===== src/hw/rtl/plni_pkg.sv =====
package plni_pkg;

   // Widths fixed by the register map and the request fields.
   localparam int DIR_BITS      = 3;
   localparam int DIMS_BITS     = 3;
   localparam int LEN_BITS      = 17;
   localparam int NUM_LEN_REGS  = 4;
   localparam int DIM_BITS      = 2;
   localparam int CSR_ADDR_BITS = 5;
   localparam int CSR_DATA_BITS = 32;
   localparam int REG_IDX_BITS  = 3;

   // Register indexes, one word apart on the configuration port.
   localparam logic [REG_IDX_BITS-1:0] REG_NUM_DIMS    = 3'd0;
   localparam logic [REG_IDX_BITS-1:0] REG_LENGTH_DIM0 = 3'd1;
   localparam logic [REG_IDX_BITS-1:0] REG_LENGTH_DIM1 = 3'd2;
   localparam logic [REG_IDX_BITS-1:0] REG_LENGTH_DIM2 = 3'd3;
   localparam logic [REG_IDX_BITS-1:0] REG_LENGTH_DIM3 = 3'd4;

   // Control that travels with each transaction down the pipeline.
   typedef struct packed {
      logic                valid;
      logic                bad;
      logic                fwd;
      logic [DIM_BITS-1:0] dim;
   } ctl_type;

endpackage


===== src/hw/rtl/plni_prod_cell.sv =====
module plni_prod_cell import plni_pkg::*; #(
   parameter int SITE_BITS = 20,
   parameter int CELL_IDX  = 0
) (
   input  logic                 clock,
   input  logic                 reset,
   input  logic                 advance,
   input  logic [DIMS_BITS-1:0] dims_eff,
   input  logic [LEN_BITS-1:0]  length,
   input  ctl_type              ctl_in,
   input  logic [SITE_BITS-1:0] site_in,
   input  logic [SITE_BITS:0]   prod_in,
   input  logic [SITE_BITS:0]   stride_in,
   input  logic [SITE_BITS:0]   block_in,
   output ctl_type              ctl_out,
   output logic [SITE_BITS-1:0] site_out,
   output logic [SITE_BITS:0]   prod_out,
   output logic [SITE_BITS:0]   stride_out,
   output logic [SITE_BITS:0]   block_out
);

   localparam int PROD_W = SITE_BITS + 1 + LEN_BITS;
   localparam logic [PROD_W-1:0] CAP_WIDE = PROD_W'(1) << SITE_BITS;

   ctl_type              ctl_ff, ctl_in_next;
   logic [SITE_BITS-1:0] site_ff;
   logic [SITE_BITS:0]   prod_ff, prod_in_next;
   logic [SITE_BITS:0]   stride_ff, stride_in_next;
   logic [SITE_BITS:0]   block_ff, block_in_next;
   logic [LEN_BITS-1:0]  len_eff;
   logic [PROD_W-1:0]    prod_full;
   logic                 used;

   // A zero length counts as one.
   assign len_eff   = (length == '0) ? LEN_BITS'(1) : length;
   assign prod_full = PROD_W'(prod_in) * PROD_W'(len_eff);
   assign used      = (DIMS_BITS'(CELL_IDX) < dims_eff);

   // Extend the running lattice size by this dimension and pick off the
   // stride and the block span when this is the dimension being stepped.
   always_comb begin
      ctl_in_next    = ctl_in;
      prod_in_next   = prod_in;
      stride_in_next = stride_in;
      block_in_next  = block_in;
      if (used) begin
         prod_in_next = prod_full[SITE_BITS:0];
         if (prod_full > CAP_WIDE) begin
            ctl_in_next.bad = 1'b1;
         end
      end
      if (ctl_in.dim == DIM_BITS'(CELL_IDX)) begin
         stride_in_next = prod_in;
         block_in_next  = prod_full[SITE_BITS:0];
      end
   end

   always_ff @(posedge clock) begin
      if (reset) begin
         ctl_ff <= '0;
      end else if (advance) begin
         ctl_ff <= ctl_in_next;
      end
   end

   always_ff @(posedge clock) begin
      if (advance) begin
         site_ff   <= site_in;
         prod_ff   <= prod_in_next;
         stride_ff <= stride_in_next;
         block_ff  <= block_in_next;
      end
   end

   assign ctl_out    = ctl_ff;
   assign site_out   = site_ff;
   assign prod_out   = prod_ff;
   assign stride_out = stride_ff;
   assign block_out  = block_ff;

endmodule


===== config.mk =====
export PLATFORM = sky130hd
export DESIGN_NAME = plni_prod_cell
export DESIGN_NICKNAME = d
export VERILOG_FILES = /design/src/hw/rtl/plni_pkg.sv /design/src/hw/rtl/plni_prod_cell.sv
export SDC_FILE = /design/constraint.sdc
export NUM_CORES = 1
export LEC_CHECK = 0
export BUFFER_PORTS_ARGS = -buffer_cell sky130_fd_sc_hd__buf_2
export CORE_ASPECT_RATIO = 1.75
export CORE_MARGIN = 1
export CORE_UTILIZATION = 40
export DETAILED_ROUTE_END_ITERATION = 6
export PLACE_DENSITY_LB_ADDON = 0.08
export SYNTH_ARGS = -nofsm -noshare
export SYNTH_HDL_FRONTEND = slang
export SYNTH_SLANG_ARGS = --single-unit

===== constraint.sdc =====
create_clock -name clock -period 12.55 [get_ports clock]
set_input_delay 2.51 -clock clock [delete_from_list [all_inputs] [get_ports clock]]
set_output_delay 2.51 -clock clock [all_outputs]
set_load 0.02 [all_outputs]

==> flow_summary.ini <==
[timing]
report.final.slew_viol_count = 0
fin_crit_ps = 9070
fin_setup_tns_ps = 0
max_freq_mhz = 110
finalWorstSetupSlack_ps = 3480
slew_headroom_pct = 44.7
period_share_pct = 72.3
setup_viol = 0
finClkSkew_ps = 0
tightest_slew_ps = 829
rsz0062_at_grt = no
finalHoldViolCount = 0

[logic_synthesis]
synth_edf_count = 83
ys.warnings.count = 0
synth-adder-area-share_pct = 46.2
synthSimpleGateAreaFrac_pct = 18.1
synthMuxAreaShare_pct = 0.261
synthXorXnorAreaFrac_pct = 1.54
post_synth_num_cell_types = 63
synthCells = 1707
async_flop_share_pct = 0
postSynthAreaPerCell_um2 = 8.98
mappedNetlistArea_mm2 = 0.0153
ys.flop_type = edfxtp_1
synth_top_family_by_area = adder cells
ys_seq_area_share_pct = 16.9
syn_nets = 2214
synth-compound-area-share_pct = 6.17
ys_ff_latch = 88

[cells_and_area]
layout.nets = 2335
antenna_cells = 0
final_common_cell = nand2_1
final_cell_mix = nand2_1 (373), inv_1 (348), fa_1 (284), buf_2 (197), and2_1 (139)
area_delta_synth_final_pct = 10.5
layout-drive-gt1-share_pct = 12.8

[route]
ant_nets = 0
dr.pass1.iters = 5
first_iter_violations = 534
dr_total_vias = 12000
remaining_drc_errors = 0
wirelength_mm = 47.8
vias_per_cell = 5.20
wl_per_cell_um = 20.7

[critical_path]
setup.worst_path.class = in2reg
r2r_slack_ps = 11680
r2r_cells = 3
arrival_ps = 9330
end_kind = register
r2r-start = ctl_out[3]
cp-start-kind = input port
timing.rr.end = ctl_out[3]
critical_path_required_ps = 12810
crit_path_max_fanout = 19

[grt]
grt_first_pass_wirelength_mm = 72.6
antenna_found_initial = 1
grt_use_total_pct = 25.4
grt_max_degree = 65
gr-total-overflow = 0
grt_pass1_vias = 12900

[worst_hold_path]
worstHoldStart = ctl_out[1]
hold_path_end = ctl_out[1]
holdPathStages = 2
holdCritPathClass = reg2reg

[placed_design]
place_ws_ps = 3060
io_buffers = 198
gp_congestion = 0.884
hpwlAfterDp_mm = 38.1

[clock_network]
cts_tree = done
holdBufCountCts = 0
cts.path.max_buffers = 2
cts_buffers = 9
clk_pin_slew_ps = 70
clock_sinks = 88
cts_resized = 0
clockRootBuffer = clkbuf_16
htreeDepth = 3
clock_latency_ps = 360
post_cts_buffers = 0

[floorplanning]
initial_utilization_pct = 40.7
die_area_mm2 = 0.0391
die_w_um = 150
row_count = 94
dieHeight_um = 261
ioPinCount = 199
coreArea_mm2 = 0.0376

[job]
max-cap-violations = 0

[status]
status = finished clean
## cell families (layout without fill, tap and decap cells)
kind of cell	Yosys count	in the layout
DFF	88	88
xor gates and xnor gates	27	27
buffers and inverters	441	566
and+or+nand+nor	602	602
AOI/OAI and AO/OA	149	149
muxes	4	4
adders and majority gates	396	396
## worst max path at each step
stage | start | endpoint
after detailed placement | prod_in[10] | ctl_out[3]
final | prod_in[10] | ctl_out[3]
after floorplan | prod_in[14] | ctl_out[3]
after global placement | prod_in[10] | ctl_out[3]
after global routing | prod_in[10] | ctl_out[3]
after CTS | prod_in[10] | ctl_out[3]
## area by class of cell
| cell class | count | area, um^2 |
|---|---|---|
| Multi-Input combinational cell | 1178 | 11100 |
| Sequential cell | 88 | 2590 |
| Clock inverter | 6 | 92.6 |
| Fill cell | 3868 | 20700 |
| Tap cell | 480 | 601 |
| Inverter | 348 | 1310 |
| Clock buffer | 9 | 225 |
| Timing Repair Buffer | 203 | 1030 |
## synthesized netlist by cell type (all sizes together) (5+ instances only)
master | n | area, um^2
nor3 | 8 | 45.0
dfxtp | 5 | 100
fa | 284 | 5690
a211oi | 6 | 45.0
edfxtp | 83 | 2490
nor4 | 7 | 43.8
clkbuf | 90 | 338
and2 | 139 | 870
a21o | 10 | 75.1
and3 | 5 | 31.3
nor2 | 30 | 115
xnor2 | 13 | 114
xor2 | 14 | 123
o21ai | 54 | 270
inv | 348 | 1310
o21a | 5 | 37.5
nand3 | 10 | 50.1
nand2 | 374 | 1410
a21oi | 42 | 218
nand4 | 8 | 50.1
ha | 112 | 1400
## layer usage
| metal | GRT usage [%] | vias up | wire (um) | part of all wire (%) |
|---|---|---|---|---|
| met4 | 16.5 | 0 | 3250 | 6.8 |
| met2 | 50.8 | 346 | 27900 | 58 |
| met3 | 1.59 | 128 | 1430 | 3.0 |
| met1 | 24.4 | 6129 | 15200 | 32 |
| li1 | - | 5415 | - | - |
| met5 | 0 | - | 0 | 0 |
## worst max-delay path: stages
cell and delay [ps]:
buf_2 460, nand2_1 160, fa_1 530, fa_1 590, fa_1 480, fa_1 550, inv_1 50, fa_1 510
inv_1 60, fa_1 480, inv_1 40, ha_1 410, and3_1 290, nand2_1 110, nor3_2 260, a221oi_4 120
xor2_1 320, nor4bb_1 420, a41o_1 260, nand2_1 70, or4_1 460, o21a_1 180
## registers in the layout, indices dropped and copies added, names as in the netlist
register    cells
prod_out       21
block_out      21
stride_out     21
site_out       20
ctl_out         5
## through the flow
step	instance area (um^2)	hold slack (ps)	utilization [%]	cells
detailed placement	16600	488	44.2	2297
global placement	16600	469	44.2	2297
CTS	16900	507	45.0	2312
floorplan	15300	579	-	1707
global route	16900	538	45.0	2312
finish	16900	497	45.0	2312
Power is not shown: default switching activity piles up to over one toggle a cycle in this logic, so the estimate is an artifact.
