==> config.mk <==
export PLATFORM = sky130hd
export DESIGN_NAME = plni_div_cell
export DESIGN_NICKNAME = d
export VERILOG_FILES = /design/src/hw/rtl/plni_pkg.sv /design/src/hw/rtl/plni_div_cell.sv
export SDC_FILE = /design/constraint.sdc
export NUM_CORES = 1
export LEC_CHECK = 0
export BUFFER_PORTS_ARGS = -buffer_cell sky130_fd_sc_hd__buf_2
export CORE_ASPECT_RATIO = 2
export CORE_MARGIN = 1.5
export CORE_UTILIZATION = 30
export CTS_CLUSTER_DIAMETER = 50
export DETAILED_ROUTE_END_ITERATION = 12
export PLACE_DENSITY_LB_ADDON = 0.2
export SKIP_CTS_REPAIR_TIMING = 1
export SLEW_MARGIN = 0
export SYNTH_ARGS = -nofsm -noshare
export SYNTH_HDL_FRONTEND = slang
export SYNTH_SLANG_ARGS = --single-unit
==> constraint.sdc <==
create_clock -name clock -period 6.7 [get_ports clock]
set_input_delay 1.34 -clock clock [delete_from_list [all_inputs] [get_ports clock]]
set_output_delay 1.34 -clock clock [all_outputs]
set_load 0.02 [all_outputs]
==> src/hw/rtl/plni_pkg.sv <==
package plni_pkg;

   // Widths fixed by the register map and the request fields.
   localparam int DIR_BITS      = 3;
   localparam int DIMS_BITS     = 3;
   localparam int LEN_BITS      = 17;
   localparam int NUM_LEN_REGS  = 4;
   localparam int DIM_BITS      = 2;
   localparam int CSR_ADDR_BITS = 5;
   localparam int CSR_DATA_BITS = 32;
   localparam int REG_IDX_BITS  = 3;

   // Register indexes, one word apart on the configuration port.
   localparam logic [REG_IDX_BITS-1:0] REG_NUM_DIMS    = 3'd0;
   localparam logic [REG_IDX_BITS-1:0] REG_LENGTH_DIM0 = 3'd1;
   localparam logic [REG_IDX_BITS-1:0] REG_LENGTH_DIM1 = 3'd2;
   localparam logic [REG_IDX_BITS-1:0] REG_LENGTH_DIM2 = 3'd3;
   localparam logic [REG_IDX_BITS-1:0] REG_LENGTH_DIM3 = 3'd4;

   // Control that travels with each transaction down the pipeline.
   typedef struct packed {
      logic                valid;
      logic                bad;
      logic                fwd;
      logic [DIM_BITS-1:0] dim;
   } ctl_type;

endpackage

==> src/hw/rtl/plni_div_cell.sv <==
module plni_div_cell import plni_pkg::*; #(
   parameter int SITE_BITS = 20,
   parameter int BIT_IDX   = 0
) (
   input  logic                 clock,
   input  logic                 reset,
   input  logic                 advance,
   input  ctl_type              ctl_in,
   input  logic [SITE_BITS-1:0] site_in,
   input  logic [SITE_BITS-1:0] rem_in,
   input  logic [SITE_BITS:0]   divisor_in,
   input  logic [SITE_BITS:0]   stride_in,
   input  logic [SITE_BITS:0]   span_in,
   output ctl_type              ctl_out,
   output logic [SITE_BITS-1:0] site_out,
   output logic [SITE_BITS-1:0] rem_out,
   output logic [SITE_BITS:0]   divisor_out,
   output logic [SITE_BITS:0]   stride_out,
   output logic [SITE_BITS:0]   span_out
);

   ctl_type              ctl_ff;
   logic [SITE_BITS-1:0] site_ff;
   logic [SITE_BITS-1:0] rem_ff, rem_in_next;
   logic [SITE_BITS:0]   divisor_ff;
   logic [SITE_BITS:0]   stride_ff;
   logic [SITE_BITS:0]   span_ff;
   logic [SITE_BITS:0]   trial;
   logic [SITE_BITS:0]   diff;

   // One restoring step: shift in the next site bit and subtract the
   // divisor when it fits. The remainder always stays below the divisor.
   assign trial = {rem_in, site_in[BIT_IDX]};
   assign diff  = trial - divisor_in;

   always_comb begin
      if (trial >= divisor_in) begin
         rem_in_next = diff[SITE_BITS-1:0];
      end else begin
         rem_in_next = trial[SITE_BITS-1:0];
      end
   end

   always_ff @(posedge clock) begin
      if (reset) begin
         ctl_ff <= '0;
      end else if (advance) begin
         ctl_ff <= ctl_in;
      end
   end

   always_ff @(posedge clock) begin
      if (advance) begin
         site_ff    <= site_in;
         rem_ff     <= rem_in_next;
         divisor_ff <= divisor_in;
         stride_ff  <= stride_in;
         span_ff    <= span_in;
      end
   end

   assign ctl_out     = ctl_ff;
   assign site_out    = site_ff;
   assign rem_out     = rem_ff;
   assign divisor_out = divisor_ff;
   assign stride_out  = stride_ff;
   assign span_out    = span_ff;

endmodule

==> run summary, run 1 <==
Grouping stages by cell kind, the critical path spends the most delay in compound AO/OA/AOI/OAI gates. The most used flip-flop cell after synthesis is sky130_fd_sc_hd__edfxtp_1. The count of state elements after synthesis came out at 108. Static timing analysis puts the maximum clock frequency at 265 MHz. The global-route wire length before repair is 19000 µm. The cell depth of the worst hold path came out at 2. The number of stages on the worst setup path came out at 11. The core footprint came out at 15800 µm². In the layout the commonest cells are sky130_fd_sc_hd__buf_2 (217), sky130_fd_sc_hd__edfxtp_1 (103), sky130_fd_sc_hd__inv_1 (30).

The total routed wirelength came out at 13100 µm. Counting flops with an async set or reset pin after synthesis yields a share of 0%. The worst register-to-register path begins at ctl_out[1]$_SDFFE_PP0P_.

The tightest slew margin relative to the limit is 48.9%. Counting every net in the synthesized netlist gives 465. The final critical-path required period came out at 3.77 ns. The worst hold path startpoint is ctl_out[4]$_SDFFE_PP0P_. The full die area came out at 16900 µm². Counting along the longest clock path gives a buffer depth of 2. The height of the chip is 182 µm. In this run the critical register-to-register path is captured at ctl_out[1]$_SDFFE_PP0P_.

For the pin with the worst max-slew slack, the measured transition is 0.767 ns. For the final routed database, the setup TNS stands at 0 ns. The most prevalent standard cell on the critical path is sky130_fd_sc_hd__inv_1. The port buffer count is 218.

In this design, the stage delay of the slowest critical-path cell is 0.46 ns. The data arrival time of the critical path is 3.88 ns. The tightest min-delay check is of the reg -> reg type. The die is 92.7 µm wide.

The count of clock tree sinks came out at 108. In this run the worst path has a maximum fanout of 4. The max-cap check violation count came out at 0.

The required time of the critical path came out at 6.81 ns. The number of cells on the worst reg-to-reg path is 2. The clock-pin transition on the worst setup and hold timing paths is 0.07 ns.

The worst hold endpoint is ctl_out[4]$_SDFFE_PP0P_. In this run the core area contains 65 standard-cell rows. The number of endpoints failing setup at the final stage is 0. In this run the clock root is driven by a sky130_fd_sc_hd__clkbuf_16. The I/O pin total came out at 219. The number of warnings printed during yosys synthesis is 0. The total vias in the final route came out at 3586. The global-route usage over all layers came out at 15.1%.

The count of buffering cells on the critical path with inverters included is 3. The largest individual stage delay along the critical path comes from the cell sky130_fd_sc_hd__a2111o_1. For this run, the detailed router's first-pass iteration total came to 4. The per-cell via count in the routed design is 4.71. Once detailed placement completed, the half-perimeter wirelength came to 10300 µm.

Walking the worst path, the cells encountered are buf_2 -> inv_1 -> ha_1 -> inv_1 -> fa_1 -> a21o_1 -> a221oi_2 -> o221ai_1 -> a2111o_1 -> o311a_1 -> mux2_4. The final net count is 688. The worst setup path is of the in -> reg kind.

The number of antenna violations at the first check in global routing is 0. The antenna cell count is 0. The share of the clock period used by the worst path after layout is 56.3%. The number of enable-type register cells in the synthesized netlist is 103. From synthesis to final layout, the design area changed by 32.6%. The TritonCTS clock tree is yes.

VDD sags by at most 0.000103 V. The number of standard cells after synthesis is 332. The worst setup path is launched from an input pin. In this run the cell area of the synthesized design comes to 4830 µm². The worst register-to-register path has a setup slack of 6.09 ns.

Of the cells placed in the final design, the portion with a size suffix greater than 1 is 47.1%. Setup repair after global routing left no endpoint under its margin. The final count of pins violating max slew came to 0. The final worst hold slack came out at 0.515 ns. The via count of the first global-routing pass came out at 3589. The number of nets with antenna violations after detailed routing is 0.

The clock latency at the later pin of the worst-skew pair came out at 0.34 ns. The maximum number of pins on one net before global-route repair is 60. Routability-driven placement finished with a final weighted congestion of 0.843. The flow ran to the end, and the final reports show no timing, DRC or antenna violations. The number of hold-slack violations in the final timing report is 0. The number of levels in the clock H-tree is 3. The library cell used most frequently in the layout, excluding fill and tap cells, is sky130_fd_sc_hd__buf_2. For this run the aggregate overflow at the end of global routing stands at 0.

The portion of the post-synthesis area used by sequential elements is 66.1%. The critical path endpoint category is a flop. The DRC marker count from the first detailed-route iteration is 152. The initial core utilization came out at 30.6%. The total power divided by cell area came out at 267 nW/µm². For this design the static power due to leakage is 2.82 nW. The number of buffers inserted during clock tree synthesis came out at 9. The mean instance size in the synthesized netlist is 14.5 µm². The post-synthesis cell type count is 65. The final clock skew is 0 ns. The number of remaining DRC errors came out at 0.

The routed wirelength normalized by instance count is 17.2 µm. The filler cells instantiated in the layout total 1523.
sequential cells by signal, indices dropped and copies added (netlist names):
register,count
ctl_out,5
stride_out,21
site_out,20
rem_out,20
divisor_out,21
span_out,21
cell families (layout without fill, tap and decap cells):
kind of cell             after synthesis  in the layout  share of synthesized area, %
adder cells (fa/ha/maj)               22             22                          5.86
buffers and inverters                 38            266                          3.91
AND/OR/NAND/NOR                       62             62                          7.00
multiplexers                          17             17                          4.38
XOR/XNOR                              12             12                          2.18
flip-flops                           108            108                          66.1
AO/OA/AOI/OAI                         73             73                          10.5
per-layer routing:
| layer | vias to the layer above | track usage (%) | routed length [µm] |
|---|---|---|---|
| li1 | 1707 | - | - |
| met1 | 1711 | 13.8 | 4340 |
| met2 | 151 | 29.9 | 7470 |
| met3 | 17 | 4.33 | 968 |
| met4 | 0 | 6.42 | 316 |
| met5 | - | 0 | 0 |
power by group:
part,switching [W],internal (W)
clock,0.000241,0.000292
combinational,0.000218,0.000135
sequential,0.0000145,0.000810
worst min-delay path: stages, from the launching register on:
cell and delay [ns]:
sky130_fd_sc_hd__dfxtp_1 0.33, sky130_fd_sc_hd__mux2i_1 0.07, sky130_fd_sc_hd__nor2_1 0.08
area by class of cell:
cell class,instances,area [µm²],area share [%]
timing repair buffer,219,1100,17.2
clock inverter,5,61.3,0.958
inverter,31,116,1.82
clock buffer,11,233,3.63
tap,201,251,3.93
sequential,108,3190,49.9
multi-input combinational,186,1450,22.6
through the flow:
step                      worst slack (ns)  utilization, %  instance area (µm²)  power, W  instances
final                                 2.93            40.6                 6400   0.00171        761
after global routing                  2.85            40.6                 6400   0.00179        761
after CTS                             2.95            40.6                 6400   0.00174        761
after detailed placement              2.56            38.7                 6110   0.00120        745
after global placement                2.60            38.7                 6110   0.00119        745
after floorplan                       2.99               -                 4830   0.00106        332
how the worst max path moves through the flow:
| stage | start | to | slack [ns] |
|---|---|---|---|
| floorplan | site_in[0] | rem_out[18]$_DFFE_PP_ | 2.99 |
| global placement | site_in[0] | rem_out[18]$_DFFE_PP_ | 2.60 |
| detailed placement | site_in[0] | rem_out[18]$_DFFE_PP_ | 2.56 |
| CTS | site_in[0] | rem_out[18]$_DFFE_PP_ | 2.95 |
| global route | site_in[0] | rem_out[18]$_DFFE_PP_ | 2.85 |
| finish | site_in[0] | rem_out[18]$_DFFE_PP_ | 2.93 |
synth_stat cells (3+ instances only):
| library cell | number | area share, % |
|---|---|---|
| sky130_fd_sc_hd__dfxtp_1 | 5 | 2.1 |
| sky130_fd_sc_hd__mux2_4 | 7 | 2.2 |
| sky130_fd_sc_hd__nand2_1 | 15 | 1.2 |
| sky130_fd_sc_hd__nand3_1 | 11 | 1.1 |
| sky130_fd_sc_hd__a21o_1 | 4 | 0.62 |
| sky130_fd_sc_hd__mux2i_1 | 5 | 1.0 |
| sky130_fd_sc_hd__inv_1 | 30 | 2.3 |
| sky130_fd_sc_hd__o31ai_1 | 4 | 0.62 |
| sky130_fd_sc_hd__and3_2 | 3 | 0.47 |
| sky130_fd_sc_hd__edfxtp_1 | 103 | 64 |
| sky130_fd_sc_hd__ha_1 | 21 | 5.4 |
| sky130_fd_sc_hd__buf_6 | 3 | 0.70 |
| sky130_fd_sc_hd__o21ai_0 | 11 | 1.1 |
| sky130_fd_sc_hd__xnor2_1 | 10 | 1.8 |
| sky130_fd_sc_hd__mux2_2 | 4 | 0.93 |
| sky130_fd_sc_hd__a21oi_1 | 24 | 2.5 |
| sky130_fd_sc_hd__nor2_1 | 14 | 1.1 |
(Power assumes the default switching activity.)
==> run 2, diff against run 1 <==
--- a/config.mk
+++ b/config.mk
@@ -5,6 +5,7 @@
 export SDC_FILE = /design/constraint.sdc
 export NUM_CORES = 1
 export LEC_CHECK = 0
+export ABC_AREA = 1
 export BUFFER_PORTS_ARGS = -buffer_cell sky130_fd_sc_hd__buf_2
 export CORE_ASPECT_RATIO = 2
 export CORE_MARGIN = 1.5
==> constraint.sdc (replaced) <==
create_clock -name clock -period 3.1 [get_ports clock]
set_input_delay 0.62 -clock clock [delete_from_list [all_inputs] [get_ports clock]]
set_output_delay 0.62 -clock clock [all_outputs]
set_load 0.02 [all_outputs]
==> run 2 against run 1 <==
Net effect:
- worst setup slack got worse by 2.2 ns
- clock power rose by 110%
- sequential power rose by 120%
- die area rose by 2.7%
- worst hold slack got worse by 0.077 ns
- synthesized cell count rose by 37%
- sequential cell count did not move
- clock skew did not move
- critical endpoint is now rem_out[14]$_DFFE_PP_
- largest cell class unchanged
==> run summary, run 2 <==
The run finished with clean final reports. The root buffer cell is sky130_fd_sc_hd__clkbuf_16. The portion of the post-synthesis area used by sequential elements came out at 64.3%.

The tool flagged a number of max-cap violations equal to 0. The largest family of logic cells by synthesized area is simple AND/OR/NAND/NOR gates. The final count of pins violating max slew came out at 0. Synthesis produced a netlist with a net count of 589. The half-perimeter wire length after detailed placement is 10500 µm. Setup total negative slack on the finished layout was measured at 0 ns. The full die area is 17400 µm². The first-pass iteration count of the detailed router is 4. The first global-routing pass estimated 19300 µm of wire. By area the synthesized netlist is led by sky130_fd_sc_hd__edfxtp_1 (62%), sky130_fd_sc_hd__nand2_1 (10%), sky130_fd_sc_hd__ha_1 (5.3%), sky130_fd_sc_hd__inv_1 (4.8%), sky130_fd_sc_hd__nand2_2 (2.8%).

The signal on the critical path passes through buf_2 -> inv_1 -> ha_1 -> inv_1 -> fa_1 -> nand3_1 -> nand3_1 -> nand2_1 -> nand2_1 -> nand3_1 -> nand3b_1 -> nand3_1 -> nand2_1. The fraction of the mapped netlist area in compound gates came out at 2.65%. The mean instance size in the synthesized netlist is 10.9 µm². The antenna cell count came out at 0. The TritonCTS clock tree is yes.

The top cell types in the final layout, fill and taps aside, are sky130_fd_sc_hd__buf_2 (217), sky130_fd_sc_hd__nand2_1 (138), sky130_fd_sc_hd__edfxtp_1 (103). The delay contributed by the slowest stage of the critical path is 0.48 ns. The largest fanout on the critical path is 4.

The share of synthesized area spent on multiplexers is 0%. The internal power consumption came out at 0.00257 W. The leakage power came out at 3.18 nW.

The via count of the first global-routing pass came out at 3882. The worst setup path is of the in -> reg kind. The class of the most critical hold timing path is in -> reg. The count of standard-cell rows is 66.

The port buffer count came out at 218. The horizontal die dimension is 94.0 µm. Of the total synthesized cell area, the portion taken by full adders, half adders and majority gates is 5.70%.

The total power divided by cell area came out at 557 nW/µm². The routed wirelength normalized by instance count is 14.9 µm. The transition time of the tightest slew-check pin came out at 0.530 ns. Counting stages on the worst path, the most repeated cell is sky130_fd_sc_hd__nand3_1. The number of warnings printed during yosys synthesis is 0. For the worst-skew pair, the clock arrives at the later sink with an insertion delay of 0.35 ns. The number of standard cells after synthesis is 456.

The number of remaining DRC errors is 0. The net switching power is 0.00110 W. The final clock skew came out at 0 ns.

Global routing finished with a remaining overflow of 0. The final net count is 817. The worst setup path is launched from an input pin. Setup repair after global routing left no endpoint under its margin. After Yosys synthesis, XOR and XNOR cells account for 1.76% of the synthesized area. The power share of the combinational group came out at 20.8%.

The count of clock tree sinks is 108. The detail route stage leaves a number of antenna-violating nets equal to 0. The proportion of layout cells with a drive suffix above 1 is 38.8%. The peak ir drop on the vdd network came out at 0.000257 V. The clock-pin transition on the worst setup and hold timing paths is 0.08 ns. The library cell used most frequently in the layout, excluding fill and tap cells, is sky130_fd_sc_hd__buf_2. The netlist uses 26 different library cells. The number of antenna violations at the first check in global routing is 0. Counting flops with a built-in enable in the synthesized netlist gives 103.

For this run, the leading register cell type out of synthesis is sky130_fd_sc_hd__edfxtp_1. The count of buffering cells on the critical path with inverters included is 3. Clock tree synthesis inserted a total of 9 buffers.

The mapped netlist covers 4960 µm². The global-route usage over all layers is 15.0%. The core footprint is 16200 µm². In this run switching power makes up 30.0% of total power. The slowest stage of the critical path belongs to the cell sky130_fd_sc_hd__fa_1. The simple-gate share of the synthesized area came out at 19.5%. In this design, the largest share of critical-path delay is due to simple AND/OR/NAND/NOR gates. The worst-case clock buffer depth is 2. The count of placed standard cells in the final layout, fillers left out is 893. The cell total after placement came out at 877. The proportion of netlist area held by the largest area contributor is 62.3%. The share of the clock period used by the worst path after layout came out at 77.8%. The data arrival time of the critical path is 2.52 ns. The tightest slew margin relative to the limit came out at 64.7%. The weighted congestion reported at the end of routability-driven placement came out at 0.856. The count of state elements after synthesis came out at 108.

For this block, the initial DRC count from the detailed router was 106. The cell with the most instances after synthesis is sky130_fd_sc_hd__nand2_1. The per-cell via count in the routed design came out at 4.32. Setup violations remaining at the end of the flow were counted as 0.

The cell type with the highest aggregate area in the netlist is sky130_fd_sc_hd__edfxtp_1. The total routed wirelength came out at 13300 µm. The final critical-path required period came out at 2.41 ns. The highest clock frequency the design can meet is 415 MHz. The clock network burns 30.7% of the power. The I/O pin total is 219. The sequential group share of total power is 48.5%.

For this configuration, the core starts out at a cell density of 30.7%. The critical path endpoint category is a flop. The total vias in the final route is 3855. Measured along the y axis, the die boundary spans 185 µm. CTS built an H-tree with a depth of 3. The area added between synthesis and finish came out at 32.7%.

The required time of the critical path is 3.20 ns. By count the netlist is led by sky130_fd_sc_hd__nand2_1 (138), sky130_fd_sc_hd__edfxtp_1 (103), sky130_fd_sc_hd__inv_1 (63). The number of hold-slack violations in the final timing report is 0. The maximum number of pins on one net before global-route repair came out at 69.

For this run, asynchronously set or reset flops after synthesis account for 0%.
## run 2: cell count changes after synthesis, moves of 7 or more
cell and delta:
sky130_fd_sc_hd__mux2_4 -7, sky130_fd_sc_hd__xor2_1 +8, sky130_fd_sc_hd__nand2_1 +123, sky130_fd_sc_hd__nor2_1 +8, sky130_fd_sc_hd__o21ai_0 -7, sky130_fd_sc_hd__nand3_1 +15, sky130_fd_sc_hd__inv_1 +33, sky130_fd_sc_hd__xnor2_1 -10
sky130_fd_sc_hd__nand2_2 +22
## run 2: cell type report
type	count	area, µm²
clock buffers	10	229
flip-flops and latches	108	3190
multi-input cells	278	1470
clock inverters	6	61.3
inverters	67	256
fillers	1644	9600
well taps	204	255
repair buffers	220	1120
## run 2: metrics by stage
stage / instance area (µm²) / hold WS, ns / utilization, % / setup slack, ns / total power, W
CTS: 6590 / 0.425 / 40.7 / 0.681 / 0.00373
floorplan: 4960 / 0.530 / - / 0.969 / 0.00228
global route: 6590 / 0.416 / 40.7 / 0.572 / 0.00385
global placement: 6300 / 0.450 / 38.9 / 0.316 / 0.00258
detailed placement: 6300 / 0.448 / 38.9 / 0.299 / 0.00259
finish: 6590 / 0.438 / 40.7 / 0.688 / 0.00367
## run 2: worst paths after layout
check / from / endpoint / slack, ns / cells past startpoint
min: span_in[15] / span_out[15]$_DFFE_PP_ / 0.44 / 1
min reg2reg: ctl_out[4]$_SDFFE_PP0P_ / ctl_out[4]$_SDFFE_PP0P_ / 0.46 / 2
max reg2reg: ctl_out[0]$_SDFFE_PP0P_ / ctl_out[0]$_SDFFE_PP0P_ / 2.51 / 2
max: site_in[0] / rem_out[14]$_DFFE_PP_ / 0.69 / 13
## run 2: kinds of logic (layout without fill, tap and decap cells)
| kind of cell | after synthesis | in the layout |
|---|---|---|
| flops | 108 | 108 |
| simple gates | 221 | 221 |
| xor+xnor | 10 | 10 |
| buf+inv | 70 | 303 |
| compound gates | 25 | 25 |
| fa+ha+maj | 22 | 22 |
## run 2: worst register-to-register path, delay by kind of cell, from the launching register on
family	cells	cell delay (ns)
AND/OR/NAND/NOR	1	0.06
AO/OA/AOI/OAI	1	0.13
flip-flops	1	0.34
## run 2: power by group through the flow
stage | combinational, W | clock, W | sequential [W]
global route | 0.000837 | 0.00122 | 0.00179
detailed placement | 0.000772 | 0 | 0.00181
floorplan | 0.000290 | 0 | 0.00199
CTS | 0.000775 | 0.00117 | 0.00178
global placement | 0.000766 | 0 | 0.00181
finish | 0.000761 | 0.00113 | 0.00178
## run 2: per-layer routing
metal / vias up / global-route usage, % / wire length (µm)
met5: - / 0 / 0
met4: 0 / 7.94 / 439
met3: 21 / 3.04 / 706
met2: 115 / 29.0 / 7640
met1: 1768 / 14.2 / 4480
li1: 1951 / - / -
==> run 3, diff against run 2 <==
==> constraint.sdc (replaced) <==
create_clock -name clock -period 2.3 [get_ports clock]
set_input_delay 0.46 -clock clock [delete_from_list [all_inputs] [get_ports clock]]
set_output_delay 0.46 -clock clock [all_outputs]
set_load 0.02 [all_outputs]
==> run 3 against run 2 <==
Net effect:
- non-clock buffer count is 18 higher
- global-route usage is 0.90 points higher
- die area stayed put
- cell area is 2.1% higher
==> run summary, run 3 (synthesis gave the netlist of run 2 again) <==
From synthesis to final layout, the design area changed by 35.6%. The library cell used most frequently in the layout, excluding fill and tap cells, is sky130_fd_sc_hd__buf_2. In the final routed layout, each cell accounts on average for 15.2 µm. The net switching power came out at 0.00146 W.

STA classifies the critical path endpoint as a flop. The core footprint is 16200 µm². The first global-routing pass estimated 20300 µm of wire. The clock-pin transition on the worst setup and hold timing paths came out at 0.07 ns. The critical path ends at rem_out[17]$_DFFE_PP_.

Measured against its own limit, the worst slew margin works out to 61.7%. Detailed placement finished with a half-perimeter wire length of 11100 µm. The total routed wirelength came out at 13800 µm. The highest clock frequency the design can meet came out at 517 MHz. The tightest hold path in the finished design has a slack of 0.277 ns. For flop-to-flop paths, the worst setup slack is 1.70 ns.

At the end of routability-driven placement, the weighted congestion stood at 0.860. Counting buffers and inverters, the worst setup path is 13 cells deep. The number of buffers inserted during clock tree synthesis came out at 9.

The final critical-path required period came out at 1.94 ns. Cells fill 41.6% of the core in the end. After layout, the worst setup slack is 0.364 ns.

The global-route usage over all layers came out at 15.8%. The via count of the first global-routing pass is 4108. The worst setup path is of the in -> reg kind. The detailed router placed 4000 vias in this run. Including well taps, the total number of placed cells is 895. The slowest stage of the critical path belongs to the cell sky130_fd_sc_hd__ha_1. The internal power consumption is 0.00352 W. The per-cell via count in the routed design came out at 4.39. The number of hold-slack violations in the final timing report is 0.

Setup repair after global routing left no endpoint under its margin. STA puts the critical path data required time at 2.41 ns. The initial core utilization came out at 30.7%.

For this design, the sink count on the clock tree is 108. The switching fraction of total power came out at 29.3%. The class of the most critical hold timing path is in -> reg. Once layout is done, the placed cells without fillers occupy 6730 µm².

On the worst path, the slowest cell contributes a delay of 0.37 ns. The run finished with clean final reports. The most prevalent standard cell on the critical path is sky130_fd_sc_hd__nand2_2. The final clock skew is 0 ns. The DRC marker count from the first detailed-route iteration is 146. The proportion of layout cells with a drive suffix above 1 is 40.3%.

Data arrives at the worst endpoint at 2.05 ns. The number of antenna violations at the first check in global routing is 0. The largest fanout on the critical path came out at 11.

The maximum number of pins on one net before global-route repair is 106. Max-cap violations in this run came to 0. The number of endpoints failing setup at the final stage came out at 0. The relative contribution of the clock network to total power came out at 30.0%. The count of standard-cell rows came out at 66.

The power share of the combinational group is 21.8%. The library cells used most frequently in the layout, excluding fill and tap cells, are sky130_fd_sc_hd__buf_2 (217), sky130_fd_sc_hd__nand2_1 (138), sky130_fd_sc_hd__edfxtp_1 (103). TritonCTS built the clock tree. The number of nets with antenna violations after detailed routing is 0.

STA classifies the critical path startpoint as an input pin. The count of placed standard cells in the final layout, fillers left out is 911. In this run the cell area measured after placement is 6440 µm². The global route total overflow came out at 0. The count of buffering cells on the critical path with inverters included is 4. The total power divided by cell area came out at 741 nW/µm². For this run, design rule violations remaining after detail routing come to 0. The tree is rooted in a sky130_fd_sc_hd__clkbuf_16. In this run the critical register-to-register path is launched from ctl_out[0]$_SDFFE_PP0P_. The post-place setup slack came out at -0.0115 ns.

The worst path uses 84.2% of the clock period. The full die area came out at 17400 µm². Among cell families on the critical path, the largest total delay comes from simple AND/OR/NAND/NOR gates. The first-pass iteration count of the detailed router is 4. The horizontal die dimension came out at 94.0 µm. The antenna cell count is 0. The transition time of the tightest slew-check pin came out at 0.574 ns.

The critical path starts at rem_in[11]. VDD sags by at most 0.000380 V. The critical path goes through buf_2 -> ha_1 -> nand2_1 -> inv_2 -> nand2_2 -> inv_1 -> a21oi_2 -> nand2_2 -> nand2_2 -> nand2_4 -> buf_12 -> nand3_1 -> nand2_1. The worst-case clock buffer depth came out at 2. The worst register-to-register path ends at ctl_out[0]$_SDFFE_PP0P_. The clock latency at the later pin of the worst-skew pair came out at 0.35 ns. The net count of the finished layout is 835. The I/O pin total came out at 219. The number of cells on the worst reg-to-reg path came out at 2. The port buffer count is 218.

Sequential cells account for 48.2% of the total power. The final count of pins violating max slew was 0. The leakage power is 3.27 nW. The height of the chip is 185 µm. The number of levels in the clock H-tree came out at 3.
[run 3: how the worst min path moves through the flow]
stage	startpoint	endpoint	cells past startpoint
after floorplan	reset	ctl_out[0]$_SDFFE_PP0P_	1
after global placement	ctl_out[1]$_SDFFE_PP0P_	ctl_out[1]$_SDFFE_PP0P_	2
after detailed placement	ctl_out[4]$_SDFFE_PP0P_	ctl_out[4]$_SDFFE_PP0P_	2
after CTS	span_in[12]	span_out[12]$_DFFE_PP_	1
after global routing	site_in[6]	site_out[6]$_DFFE_PP_	1
final	stride_in[10]	stride_out[10]$_DFFE_PP_	1
[run 3: cell type report]
type / instances / area (µm²)
inverter: 67 / 256
tap: 204 / 255
clock inverter: 5 / 41.3
fill: 1670 / 9460
sequential: 108 / 3190
multi-input combinational: 278 / 1470
timing repair buffer: 238 / 1270
clock buffer: 11 / 243
[run 3: metrics by stage]
stage	TNS (ns)	power (W)
finish	0	0.00499
global route	0	0.00524
CTS	0	0.00508
detailed placement	-0.0115	0.00355
global placement	0	0.00354
floorplan	0	0.00307
[run 3: power groups by stage]
stage,registers (W),logic [W],clock network [W]
floorplan,0.00268,0.000390,0
global placement,0.00244,0.00109,0
detailed placement,0.00245,0.00111,0
CTS,0.00241,0.00111,0.00156
global route,0.00242,0.00120,0.00163
finish,0.00240,0.00109,0.00150
[run 3: per-layer routing]
layer / track usage (%) / vias up / wire (µm)
met2: 31.0 / 137 / 8100
li1: - / 1996 / -
met1: 14.9 / 1836 / 4480
met3: 2.67 / 31 / 714
met4: 9.19 / 0 / 551
met5: 0 / - / 0
